`config.mk`:
```
export PLATFORM = sky130hd
export DESIGN_NAME = integer_group_aggregator
export DESIGN_NICKNAME = d
export VERILOG_FILES = /design/src/design/iga_pkg.sv /design/src/design/integer_group_aggregator.sv /design/src/design/iga_front.sv /design/src/design/iga_queue.sv /design/src/design/iga_back.sv
export VERILOG_INCLUDE_DIRS = /design/src /design/src/design
export SDC_FILE = /design/constraint.sdc
export NUM_CORES = 2
export LEC_CHECK = 0
export BUFFER_PORTS_ARGS = -buffer_cell sky130_fd_sc_hd__buf_2
export CORE_MARGIN = 3
export CORE_UTILIZATION = 35
export DETAILED_ROUTE_END_ITERATION = 8
export PLACE_DENSITY_LB_ADDON = 0.3
export SLEW_MARGIN = 5
export SYNTH_ARGS = -nofsm -noshare
export SYNTH_HDL_FRONTEND = slang
export SYNTH_SLANG_ARGS = --single-unit
```
`constraint.sdc`:
```
create_clock -name clk -period 38.1 [get_ports clk]
set_input_delay 3.81 -clock clk [delete_from_list [all_inputs] [get_ports clk]]
set_output_delay 3.81 -clock clk [all_outputs]
set_load 0.005 [all_outputs]
```
`src/design/integer_group_aggregator_defines.svh`:
```
// Assertion macros for the integer group aggregator.
// Included by the top level; relies on clk and rst at the point of use.
`ifndef INTEGER_GROUP_AGGREGATOR_DEFINES_SVH
`define INTEGER_GROUP_AGGREGATOR_DEFINES_SVH

`ifndef SYNTH
// Condition must hold at every clock edge outside reset.
`define IGA_ASSERT_ALWAYS(lbl, cond, msg) \
  lbl: assert property (@(posedge clk) disable iff (rst) (cond)) else $error(msg);
// Antecedent implies consequent in the same cycle.
`define IGA_ASSERT_IMPLIES(lbl, ante, cons, msg) \
  lbl: assert property (@(posedge clk) disable iff (rst) (ante) |-> (cons)) else $error(msg);
`else
`define IGA_ASSERT_ALWAYS(lbl, cond, msg)
`define IGA_ASSERT_IMPLIES(lbl, ante, cons, msg)
`endif

`endif

```
`src/design/iga_pkg.sv`:
```
// Shared types, constants and helper functions for the integer group aggregator.
// No dependencies; used by every module of the block.
package iga_pkg;

  // Accumulator width for sum and average (valid range 72 to 128).
  localparam int ACC_BITS = 128;
  // Counts saturate at 2^63-1, so 63 bits hold them.
  localparam int CNT_BITS = 63;
  localparam int DIV_CW   = $clog2(ACC_BITS);

  // Queue between front and back.
  localparam int QUEUE_DEPTH = 2;
  localparam int QUEUE_AW    = $clog2(QUEUE_DEPTH);

  // Aggregate function codes.
  localparam logic [2:0] FN_COUNT_ROWS = 3'd0;
  localparam logic [2:0] FN_COUNT_NN   = 3'd1;
  localparam logic [2:0] FN_SUM        = 3'd2;
  localparam logic [2:0] FN_AVG        = 3'd3;
  localparam logic [2:0] FN_MAX        = 3'd4;
  localparam logic [2:0] FN_MIN        = 3'd5;

  // Value width codes.
  localparam logic [1:0] WC_8  = 2'd0;
  localparam logic [1:0] WC_16 = 2'd1;
  localparam logic [1:0] WC_32 = 2'd2;
  localparam logic [1:0] WC_64 = 2'd3;

  // Register indexes on the configuration port.
  localparam logic REG_FUNCTION = 1'b0;
  localparam logic REG_WIDTH    = 1'b1;

  // One finished group, handed from the front to the back.
  typedef struct packed {
    logic [2:0]          func;
    logic [1:0]          wcode;
    logic [ACC_BITS-1:0] acc;
    logic [CNT_BITS-1:0] cnt;
    logic [63:0]         ext;
    logic                ext_valid;
  } job_t;

  // Back-end sequencer states.
  typedef enum logic [1:0] {
    BK_IDLE,
    BK_DIV,
    BK_FINISH
  } back_state_t;

  // Sign-extend the low bits selected by a width code to 64 bits.
  function automatic logic [63:0] sext64(input logic [63:0] v, input logic [1:0] wcode);
    logic [63:0] r;
    case (wcode)
      WC_8:    r = {{56{v[7]}}, v[7:0]};
      WC_16:   r = {{48{v[15]}}, v[15:0]};
      WC_32:   r = {{32{v[31]}}, v[31:0]};
      default: r = v;
    endcase
    return r;
  endfunction

endpackage

```
`src/design/integer_group_aggregator.sv`:
```
// Top level of the integer group aggregator: configuration registers,
// front end, group queue and back end. Depends on iga_pkg and the defines header.
//
//   Port group  Direction  Carries
//   s_*         in         one row: value, value_null, group_last
//   m_*         out        one result per group: agg_result, result_null, sum_overflow
//   p*          in/out     configuration registers agg_function, value_width_code
//
// The front end takes one row per cycle while the queue is not full and updates the
// running state in that cycle. A group result loads straight into the output register,
// or, for an average over a nonzero count, after the one-bit-per-cycle divider.
// The queue holds two finished groups; rows stall only while it is full.
// Reset is synchronous and clears the running state, the queue and the output register.
`include "integer_group_aggregator_defines.svh"

module integer_group_aggregator (
  input  logic        clk,
  input  logic        rst,
  // Row stream
  input  logic        s_tvalid,
  output logic        s_tready,
  input  logic [63:0] s_tdata,   // [63:0] value
  input  logic        s_tuser,   // [0] value_null
  input  logic        s_tlast,
  // Result stream
  output logic        m_tvalid,
  input  logic        m_tready,
  output logic [63:0] m_tdata,   // [63:0] agg_result
  output logic [1:0]  m_tuser,   // [0] result_null, [1] sum_overflow
  // Configuration
  input  logic        psel,
  input  logic        penable,
  input  logic        pwrite,
  input  logic [2:0]  paddr,
  input  logic [31:0] pwdata,
  output logic [31:0] prdata,
  output logic        pready
);

  logic [2:0]    agg_function;
  logic [1:0]    value_width_code;
  logic          cfg_wr;
  logic          q_push, q_pop, q_full, q_empty;
  iga_pkg::job_t q_wdata, q_rdata;

  // Register writes complete on the access cycle.
  assign pready = 1'b1;
  assign cfg_wr = psel && penable && pwrite && pready;

  always_ff @(posedge clk) begin
    if (rst) begin
      agg_function     <= iga_pkg::FN_COUNT_ROWS;
      value_width_code <= iga_pkg::WC_64;
    end else if (cfg_wr) begin
      if (paddr[2] == iga_pkg::REG_FUNCTION) begin
        agg_function <= pwdata[2:0];
      end else begin
        value_width_code <= pwdata[1:0];
      end
    end
  end

  assign prdata = (paddr[2] == iga_pkg::REG_WIDTH) ? {30'd0, value_width_code}
                                                   : {29'd0, agg_function};

  iga_front u_front (
    .clk              (clk),
    .rst              (rst),
    .s_tvalid         (s_tvalid),
    .s_tready         (s_tready),
    .s_tdata          (s_tdata),
    .s_tuser          (s_tuser),
    .s_tlast          (s_tlast),
    .agg_function     (agg_function),
    .value_width_code (value_width_code),
    .q_full           (q_full),
    .q_push           (q_push),
    .q_data           (q_wdata)
  );

  iga_queue u_queue (
    .clk   (clk),
    .rst   (rst),
    .push  (q_push),
    .wdata (q_wdata),
    .pop   (q_pop),
    .rdata (q_rdata),
    .full  (q_full),
    .empty (q_empty)
  );

  iga_back u_back (
    .clk      (clk),
    .rst      (rst),
    .job      (q_rdata),
    .q_empty  (q_empty),
    .q_pop    (q_pop),
    .m_tvalid (m_tvalid),
    .m_tready (m_tready),
    .m_tdata  (m_tdata),
    .m_tuser  (m_tuser)
  );

  // A group is never pushed into a full queue, nor popped from an empty one.
  `IGA_ASSERT_IMPLIES(a_no_push_full, q_push, !q_full, "group pushed into full queue")
  `IGA_ASSERT_IMPLIES(a_no_pop_empty, q_pop, !q_empty, "group popped from empty queue")
  // A result is never both null and overflowed.
  `IGA_ASSERT_ALWAYS(a_flags_exclusive, !(m_tvalid && m_tuser[0] && m_tuser[1]),
                     "result_null and sum_overflow both set")

endmodule

```
`src/design/iga_front.sv`:
```
// Front end: accepts rows and folds them into count, sum and extreme state.
// Depends on iga_pkg; hands each finished group to the queue as a job_t.
module iga_front (
  input  logic                clk,
  input  logic                rst,
  input  logic                s_tvalid,
  output logic                s_tready,
  input  logic [63:0]         s_tdata,   // [63:0] value
  input  logic                s_tuser,   // [0] value_null
  input  logic                s_tlast,
  input  logic [2:0]          agg_function,
  input  logic [1:0]          value_width_code,
  input  logic                q_full,
  output logic                q_push,
  output iga_pkg::job_t       q_data
);

  logic [iga_pkg::ACC_BITS-1:0] acc, acc_next, acc_upd;
  logic [iga_pkg::CNT_BITS-1:0] cnt, cnt_next, cnt_upd;
  logic [63:0]                  ext, ext_next, ext_upd;
  logic                         ext_valid, ext_valid_next, ext_valid_upd;
  logic [63:0]                  v;
  logic                         take;
  logic                         cnt_inc;
  logic                         better;

  // A row is refused only while the queue cannot take a finished group.
  assign s_tready = !q_full;
  assign take     = s_tvalid && s_tready;

  assign v = iga_pkg::sext64(s_tdata, value_width_code);

  // Fold the row into the running state.
  always_comb begin
    cnt_inc = (agg_function == iga_pkg::FN_COUNT_ROWS) || !s_tuser;
    cnt_upd = cnt;
    if (cnt_inc && (cnt != {iga_pkg::CNT_BITS{1'b1}})) begin
      cnt_upd = cnt + 1'b1;
    end
    if (agg_function == iga_pkg::FN_MIN) begin
      better = $signed(v) < $signed(ext);
    end else begin
      better = $signed(v) > $signed(ext);
    end
    acc_upd       = acc;
    ext_upd       = ext;
    ext_valid_upd = ext_valid;
    if (!s_tuser) begin
      acc_upd       = acc + {{(iga_pkg::ACC_BITS-64){v[63]}}, v};
      ext_valid_upd = 1'b1;
      if (!ext_valid || better) begin
        ext_upd = v;
      end
    end
  end

  // State clears after the last row of a group.
  always_comb begin
    acc_next       = acc;
    cnt_next       = cnt;
    ext_next       = ext;
    ext_valid_next = ext_valid;
    if (take) begin
      if (s_tlast) begin
        acc_next       = '0;
        cnt_next       = '0;
        ext_next       = '0;
        ext_valid_next = 1'b0;
      end else begin
        acc_next       = acc_upd;
        cnt_next       = cnt_upd;
        ext_next       = ext_upd;
        ext_valid_next = ext_valid_upd;
      end
    end
  end

  always_ff @(posedge clk) begin
    if (rst) begin
      acc       <= '0;
      cnt       <= '0;
      ext       <= '0;
      ext_valid <= 1'b0;
    end else begin
      acc       <= acc_next;
      cnt       <= cnt_next;
      ext       <= ext_next;
      ext_valid <= ext_valid_next;
    end
  end

  // A finished group carries the running state with its last row folded in.
  assign q_push           = take && s_tlast;
  assign q_data.func      = agg_function;
  assign q_data.wcode     = value_width_code;
  assign q_data.acc       = acc_upd;
  assign q_data.cnt       = cnt_upd;
  assign q_data.ext       = ext_upd;
  assign q_data.ext_valid = ext_valid_upd;

endmodule

```
`src/design/iga_queue.sv`:
```
// Short queue of finished groups between the front and back ends.
// Depends on iga_pkg for job_t and the queue depth.
module iga_queue (
  input  logic          clk,
  input  logic          rst,
  input  logic          push,
  input  iga_pkg::job_t wdata,
  input  logic          pop,
  output iga_pkg::job_t rdata,
  output logic          full,
  output logic          empty
);

  iga_pkg::job_t                 mem [iga_pkg::QUEUE_DEPTH];
  logic [iga_pkg::QUEUE_AW-1:0]  wptr, rptr;
  logic [iga_pkg::QUEUE_AW:0]    fill;

  assign full  = (fill == (iga_pkg::QUEUE_AW+1)'(iga_pkg::QUEUE_DEPTH));
  assign empty = (fill == '0);
  assign rdata = mem[rptr];

  // Storage holds payload only.
  always_ff @(posedge clk) begin
    if (push) begin
      mem[wptr] <= wdata;
    end
  end

  // Pointers and fill level.
  always_ff @(posedge clk) begin
    if (rst) begin
      wptr <= '0;
      rptr <= '0;
      fill <= '0;
    end else begin
      if (push) begin
        wptr <= wptr + 1'b1;
      end
      if (pop) begin
        rptr <= rptr + 1'b1;
      end
      if (push && !pop) begin
        fill <= fill + 1'b1;
      end else if (pop && !push) begin
        fill <= fill - 1'b1;
      end
    end
  end

endmodule

```
`src/design/iga_back.sv`:
```
// Back end: turns a finished group into a result, with a bit-serial divider
// for the average, and holds the result in the output register.
// Depends on iga_pkg.
module iga_back (
  input  logic          clk,
  input  logic          rst,
  input  iga_pkg::job_t job,
  input  logic          q_empty,
  output logic          q_pop,
  output logic          m_tvalid,
  input  logic          m_tready,
  output logic [63:0]   m_tdata,   // [63:0] agg_result
  output logic [1:0]    m_tuser    // [0] result_null, [1] sum_overflow
);

  iga_pkg::back_state_t state, state_next;

  // Divider registers.
  logic [iga_pkg::ACC_BITS-1:0] dvd;
  logic [iga_pkg::CNT_BITS-1:0] dsr;
  logic [iga_pkg::CNT_BITS-1:0] rem;
  logic [63:0]                  quo;
  logic                         neg;
  logic [1:0]                   div_wcode;
  logic [iga_pkg::DIV_CW-1:0]   step;

  // Output register.
  logic [63:0] out_data;
  logic        out_null;
  logic        out_ovf;
  logic        out_valid;

  logic                         out_free;
  logic                         is_div;
  logic                         div_load;
  logic                         res_load;
  logic                         from_div;
  logic [iga_pkg::CNT_BITS:0]   trial;
  logic                         fits_q;
  logic [iga_pkg::ACC_BITS-1:0] mag;
  logic [63:0]                  sum_r;
  logic                         sum_fits;
  logic [63:0]                  direct_data;
  logic                         direct_null;
  logic                         direct_ovf;
  logic [63:0]                  quo_signed;

  assign out_free = !out_valid || m_tready;
  assign is_div   = (job.func == iga_pkg::FN_AVG) && (job.cnt != '0);

  // Next state.
  always_comb begin
    state_next = state;
    case (state)
      iga_pkg::BK_IDLE: begin
        if (!q_empty && out_free && is_div) begin
          state_next = iga_pkg::BK_DIV;
        end
      end
      iga_pkg::BK_DIV: begin
        if (step == iga_pkg::DIV_CW'(iga_pkg::ACC_BITS - 1)) begin
          state_next = iga_pkg::BK_FINISH;
        end
      end
      iga_pkg::BK_FINISH: begin
        if (out_free) begin
          state_next = iga_pkg::BK_IDLE;
        end
      end
      default: state_next = iga_pkg::BK_IDLE;
    endcase
  end

  // Sequencer outputs.
  always_comb begin
    q_pop    = 1'b0;
    div_load = 1'b0;
    res_load = 1'b0;
    from_div = 1'b0;
    case (state)
      iga_pkg::BK_IDLE: begin
        q_pop    = !q_empty && out_free;
        div_load = q_pop && is_div;
        res_load = q_pop && !is_div;
      end
      iga_pkg::BK_FINISH: begin
        res_load = out_free;
        from_div = 1'b1;
      end
      default: begin
        q_pop = 1'b0;
      end
    endcase
  end

  always_ff @(posedge clk) begin
    if (rst) begin
      state <= iga_pkg::BK_IDLE;
    end else begin
      state <= state_next;
    end
  end

  // Results that need no division.
  always_comb begin
    sum_r       = iga_pkg::sext64(job.acc[63:0], job.wcode);
    sum_fits    = (job.acc == {{(iga_pkg::ACC_BITS-64){sum_r[63]}}, sum_r});
    direct_data = '0;
    direct_null = 1'b0;
    direct_ovf  = 1'b0;
    case (job.func)
      iga_pkg::FN_COUNT_ROWS,
      iga_pkg::FN_COUNT_NN: direct_data = {1'b0, job.cnt};
      iga_pkg::FN_SUM: begin
        if (sum_fits) begin
          direct_data = sum_r;
        end else begin
          direct_ovf = 1'b1;
        end
      end
      iga_pkg::FN_MAX,
      iga_pkg::FN_MIN: begin
        if (job.ext_valid) begin
          direct_data = iga_pkg::sext64(job.ext, job.wcode);
        end else begin
          direct_null = 1'b1;
        end
      end
      default: direct_data = '0;
    endcase
  end

  // Divider: magnitude of the sum over the count, one quotient bit a cycle.
  assign mag        = job.acc[iga_pkg::ACC_BITS-1] ? (~job.acc + 1'b1) : job.acc;
  assign trial      = {rem, dvd[iga_pkg::ACC_BITS-1]};
  assign fits_q     = (trial >= {1'b0, dsr});
  assign quo_signed = neg ? (~quo + 1'b1) : quo;

  always_ff @(posedge clk) begin
    if (div_load) begin
      dvd       <= mag;
      dsr       <= job.cnt;
      rem       <= '0;
      quo       <= '0;
      neg       <= job.acc[iga_pkg::ACC_BITS-1];
      div_wcode <= job.wcode;
      step      <= '0;
    end else if (state == iga_pkg::BK_DIV) begin
      dvd  <= {dvd[iga_pkg::ACC_BITS-2:0], 1'b0};
      step <= step + 1'b1;
      if (fits_q) begin
        rem <= iga_pkg::CNT_BITS'(trial - {1'b0, dsr});
        quo <= {quo[62:0], 1'b1};
      end else begin
        rem <= trial[iga_pkg::CNT_BITS-1:0];
        quo <= {quo[62:0], 1'b0};
      end
    end
  end

  // Output register; a new result loads as the old one leaves.
  always_ff @(posedge clk) begin
    if (res_load) begin
      if (from_div) begin
        out_data <= iga_pkg::sext64(quo_signed, div_wcode);
        out_null <= 1'b0;
        out_ovf  <= 1'b0;
      end else begin
        out_data <= direct_data;
        out_null <= direct_null;
        out_ovf  <= direct_ovf;
      end
    end
  end

  always_ff @(posedge clk) begin
    if (rst) begin
      out_valid <= 1'b0;
    end else if (res_load) begin
      out_valid <= 1'b1;
    end else if (m_tready) begin
      out_valid <= 1'b0;
    end
  end

  assign m_tvalid = out_valid;
  assign m_tdata  = out_data;
  assign m_tuser  = {out_ovf, out_null};

endmodule

```
==> out/metrics.cfg <==
[placement]
place_congestion = 0.961
dpl.hpwl_mm = 175
dp_cells = 9532
port_buffers = 147

[critical_path]
cp_max_fo = 37
path_common_cell = buf_4
r2r_setup_slack_ns = 30.29
path_depth = 22
arrival_ns = 10.28
path_class = in2reg
end_kind = register
worst-path-buf-inv = 5
start_kind = input port
cp_top_family = simple AND/OR/NAND/NOR gates
slowest_delay_ns = 0.66
worstPathRequired_ns = 38.60
path_cells = buf_2 > mux2i_1 > nor2_1 > buf_4 > a21o_1 > a21oi_2 > buf_4 > a31oi_4 > buf_4 > ha_1 > nand4_1 > nor2_1 > nand4_1 > nand2b_1 > or4_1 > o21bai_1 > nor4_1 > mux2i_1 > mux2_2 > a21o_2 > buf_4 > mux2_2
r2r_end = u_back.m_tdata[16]
r2r_cells = 16
critical_path.slowest_cell = or4_1

[die]
die-height_um = 447
rows = 161
fp.dieW_um = 447
io_pins = 209
core_area_um2 = 193000
die_area_um2 = 200000
initial_core_util_pct = 35.3

[clock_tree]
cts_resized = 0
cts_max_level = 4
cts_setup_buffers = 0
clkSinkCount = 1185
tritoncts = yes
path_clk_slew_ns = 0.06
cts_buffers = 139
clk_latency_ns = 0.78
ctsHoldBuffers = 0
cts_buffer_depth = 3
root_buffer = clkbuf_16

[finish]
finalNetCount = 7516
layout_common_cells = nand2_1, edfxtp_1, o21ai_0, a21oi_1, nor2_1
syn_to_final_growth_pct = 11.6
layout-drive-gt1-share_pct = 9.90
final_cell_count_no_fill = 9792
final_common_cell = nand2_1

[sta]
slew_violations = 0
fin_tns_setup_ns = 0
finalCriticalPeriod_ns = 9.78
final-setup-viol-count = 0
hold_violations = 0
final.period_utilization_pct = 25.7
fmax_ghz = 0.102
rsz0062_at_grt = no
clock_skew_ns = 0.0367
slew_headroom_pct = 12.3
worst_pin_slew_ns = 1.30

[synthesis]
ys_seq_elements = 1185
synthTopCellsByArea = edfxtp_1, dfxtp_1, ha_1
synth-edff-count = 782
syn-instance-count = 7201
yosys.area.top_type = edfxtp_1
yosysWarningCount = 0
yosysTopAreaCellShare_pct = 34.5
netlist_area_um2 = 68200
synthArstFlopShare_pct = 0
synthFlopType = edfxtp_1
avgSynthCellArea_um2 = 9.46
synth_cell_types = 99
ys_seq_area_share_pct = 46.3

[power]
powerDensity_nw_per_um2 = 61.5
p_leak_nw = 28.1
internal-power_w = 0.00299
p_sw_w = 0.00169
combPwrFrac_pct = 32.8
peakVddDrop_uv = 51.3
p_seq_share_pct = 36.5
clock_power_share_pct = 30.7
switching_share_pct = 36.1

[routing]
num_vias = 55925
drt_iter0_markers = 5716
wl_per_cell_um = 23.7
wirelength_mm = 232
first_pass_iters = 6
vias_per_cell = 5.71
ant_nets = 0
drc = 0

[global_routing]
grt_antenna_before_repair = 11
grt_pass1_vias = 52104
grt_busiest_layer = met2
use_met2_pct = 35.0
met3_usage_pct = 3.38
grt_remaining_overflow = 0
grt.met1_usage_pct = 31.5
grt_max_degree = 205
grt_use_total_pct = 22.4
grt_pass1_wl_mm = 339

[flow_run]
cap_violations = 0

[hold_path]
worstHoldStart = u_back.quo[63]
holdPathEnd = u_back.quo[63]
whs_path_depth = 2
min_path_type = reg2reg

[run_status]
status = finished clean

[area by class of cell]
class                      instances  area [um^2]
multi-input combinational       5338        34000
timing repair buffer             234         1420
clock inverter                    80         1090
tap                             2526         3160
inverter                         249          938
sequential                      1185        31600
fill                           18992       117000
clock buffer                     178         3850
antenna                            2         5.00
[state kept, by name, summed over array words and instances, names as in the netlist, 2 cells and up, named ones only]
register,flops
u_queue.mem,522
u_back.dvd,128
u_front.acc,128
u_back.m_tdata,64
u_back.quo,64
u_front.ext,64
u_back.dsr,63
u_back.rem,63
u_front.cnt,63
u_back.step,7
agg_function,3
u_back.div_wcode,2
u_back.state,2
u_queue.fill,2
value_width_code,2
[power by group through the flow]
stage | clock, W | sequential [W] | combinational, W
after global routing | 0.00152 | 0.00172 | 0.00167
final | 0.00144 | 0.00171 | 0.00153
after global placement | 0 | 0.00172 | 0.00150
after CTS | 0.00147 | 0.00170 | 0.00152
after detailed placement | 0 | 0.00173 | 0.00151
after floorplan | 0 | 0.00172 | 0.00106
[per-stage QoR]
stage / setup WS (ns) / utilization, % / hold WS [ns] / cell area [um^2] / power [W]
CTS: 28.27 / 39.4 / 0.476 / 76000 / 0.00469
detailed placement: 27.45 / 36.8 / 0.467 / 71100 / 0.00324
floorplan: 22.09 / - / 0.424 / 68300 / 0.00277
global route: 28.06 / 39.4 / 0.498 / 76000 / 0.00491
global placement: 27.46 / 36.8 / 0.463 / 71100 / 0.00322
finish: 28.32 / 39.4 / 0.475 / 76000 / 0.00468
[worst max-delay path by stage]
stage	from	slack, ns	end
floorplan	s_tvalid	22.09	u_queue.mem[0][0]
global placement	s_tdata[7]	27.46	u_queue.mem[0][64]
detailed placement	s_tdata[7]	27.45	u_queue.mem[0][64]
CTS	s_tdata[7]	28.27	u_queue.mem[0][64]
global route	s_tdata[7]	28.06	u_queue.mem[0][63]
finish	s_tdata[7]	28.32	u_queue.mem[0][64]
[worst min-delay path, stage by stage (launching register included)]
cell     delay [ns]
dfxtp_1        0.32
nand3_1        0.06
nand2_1        0.05
[cells in the mapped netlist (169+ instances only)]
library cell  instances
nor2_1              433
a21oi_1             567
edfxtp_1            782
o21ai_0             647
clkbuf_1            348
nand2_1             847
mux2_2              169
nand3_1             209
xnor2_1             273
dfxtp_1             403
ha_1                259
inv_1               246
[cells by family after synthesis]
logic type               share of synthesized area, %
AO/OA/AOI/OAI                                    18.6
XOR/XNOR                                         5.62
adder cells (fa/ha/maj)                          4.81
buffers and inverters                            4.22
flip-flops                                       46.3
multiplexers                                     5.08
other                                          0.0110
AND/OR/NAND/NOR                                  15.3
[per-layer routing]
metal  vias to the layer above  part of all wire (%)
met5                         -                     0
met4                         0                   3.8
met3                       343                   7.1
met2                      2096                    44
met1                     27119                    45
li1                      26367                     -
No activity file was read; power rests on OpenSTA's default activity.
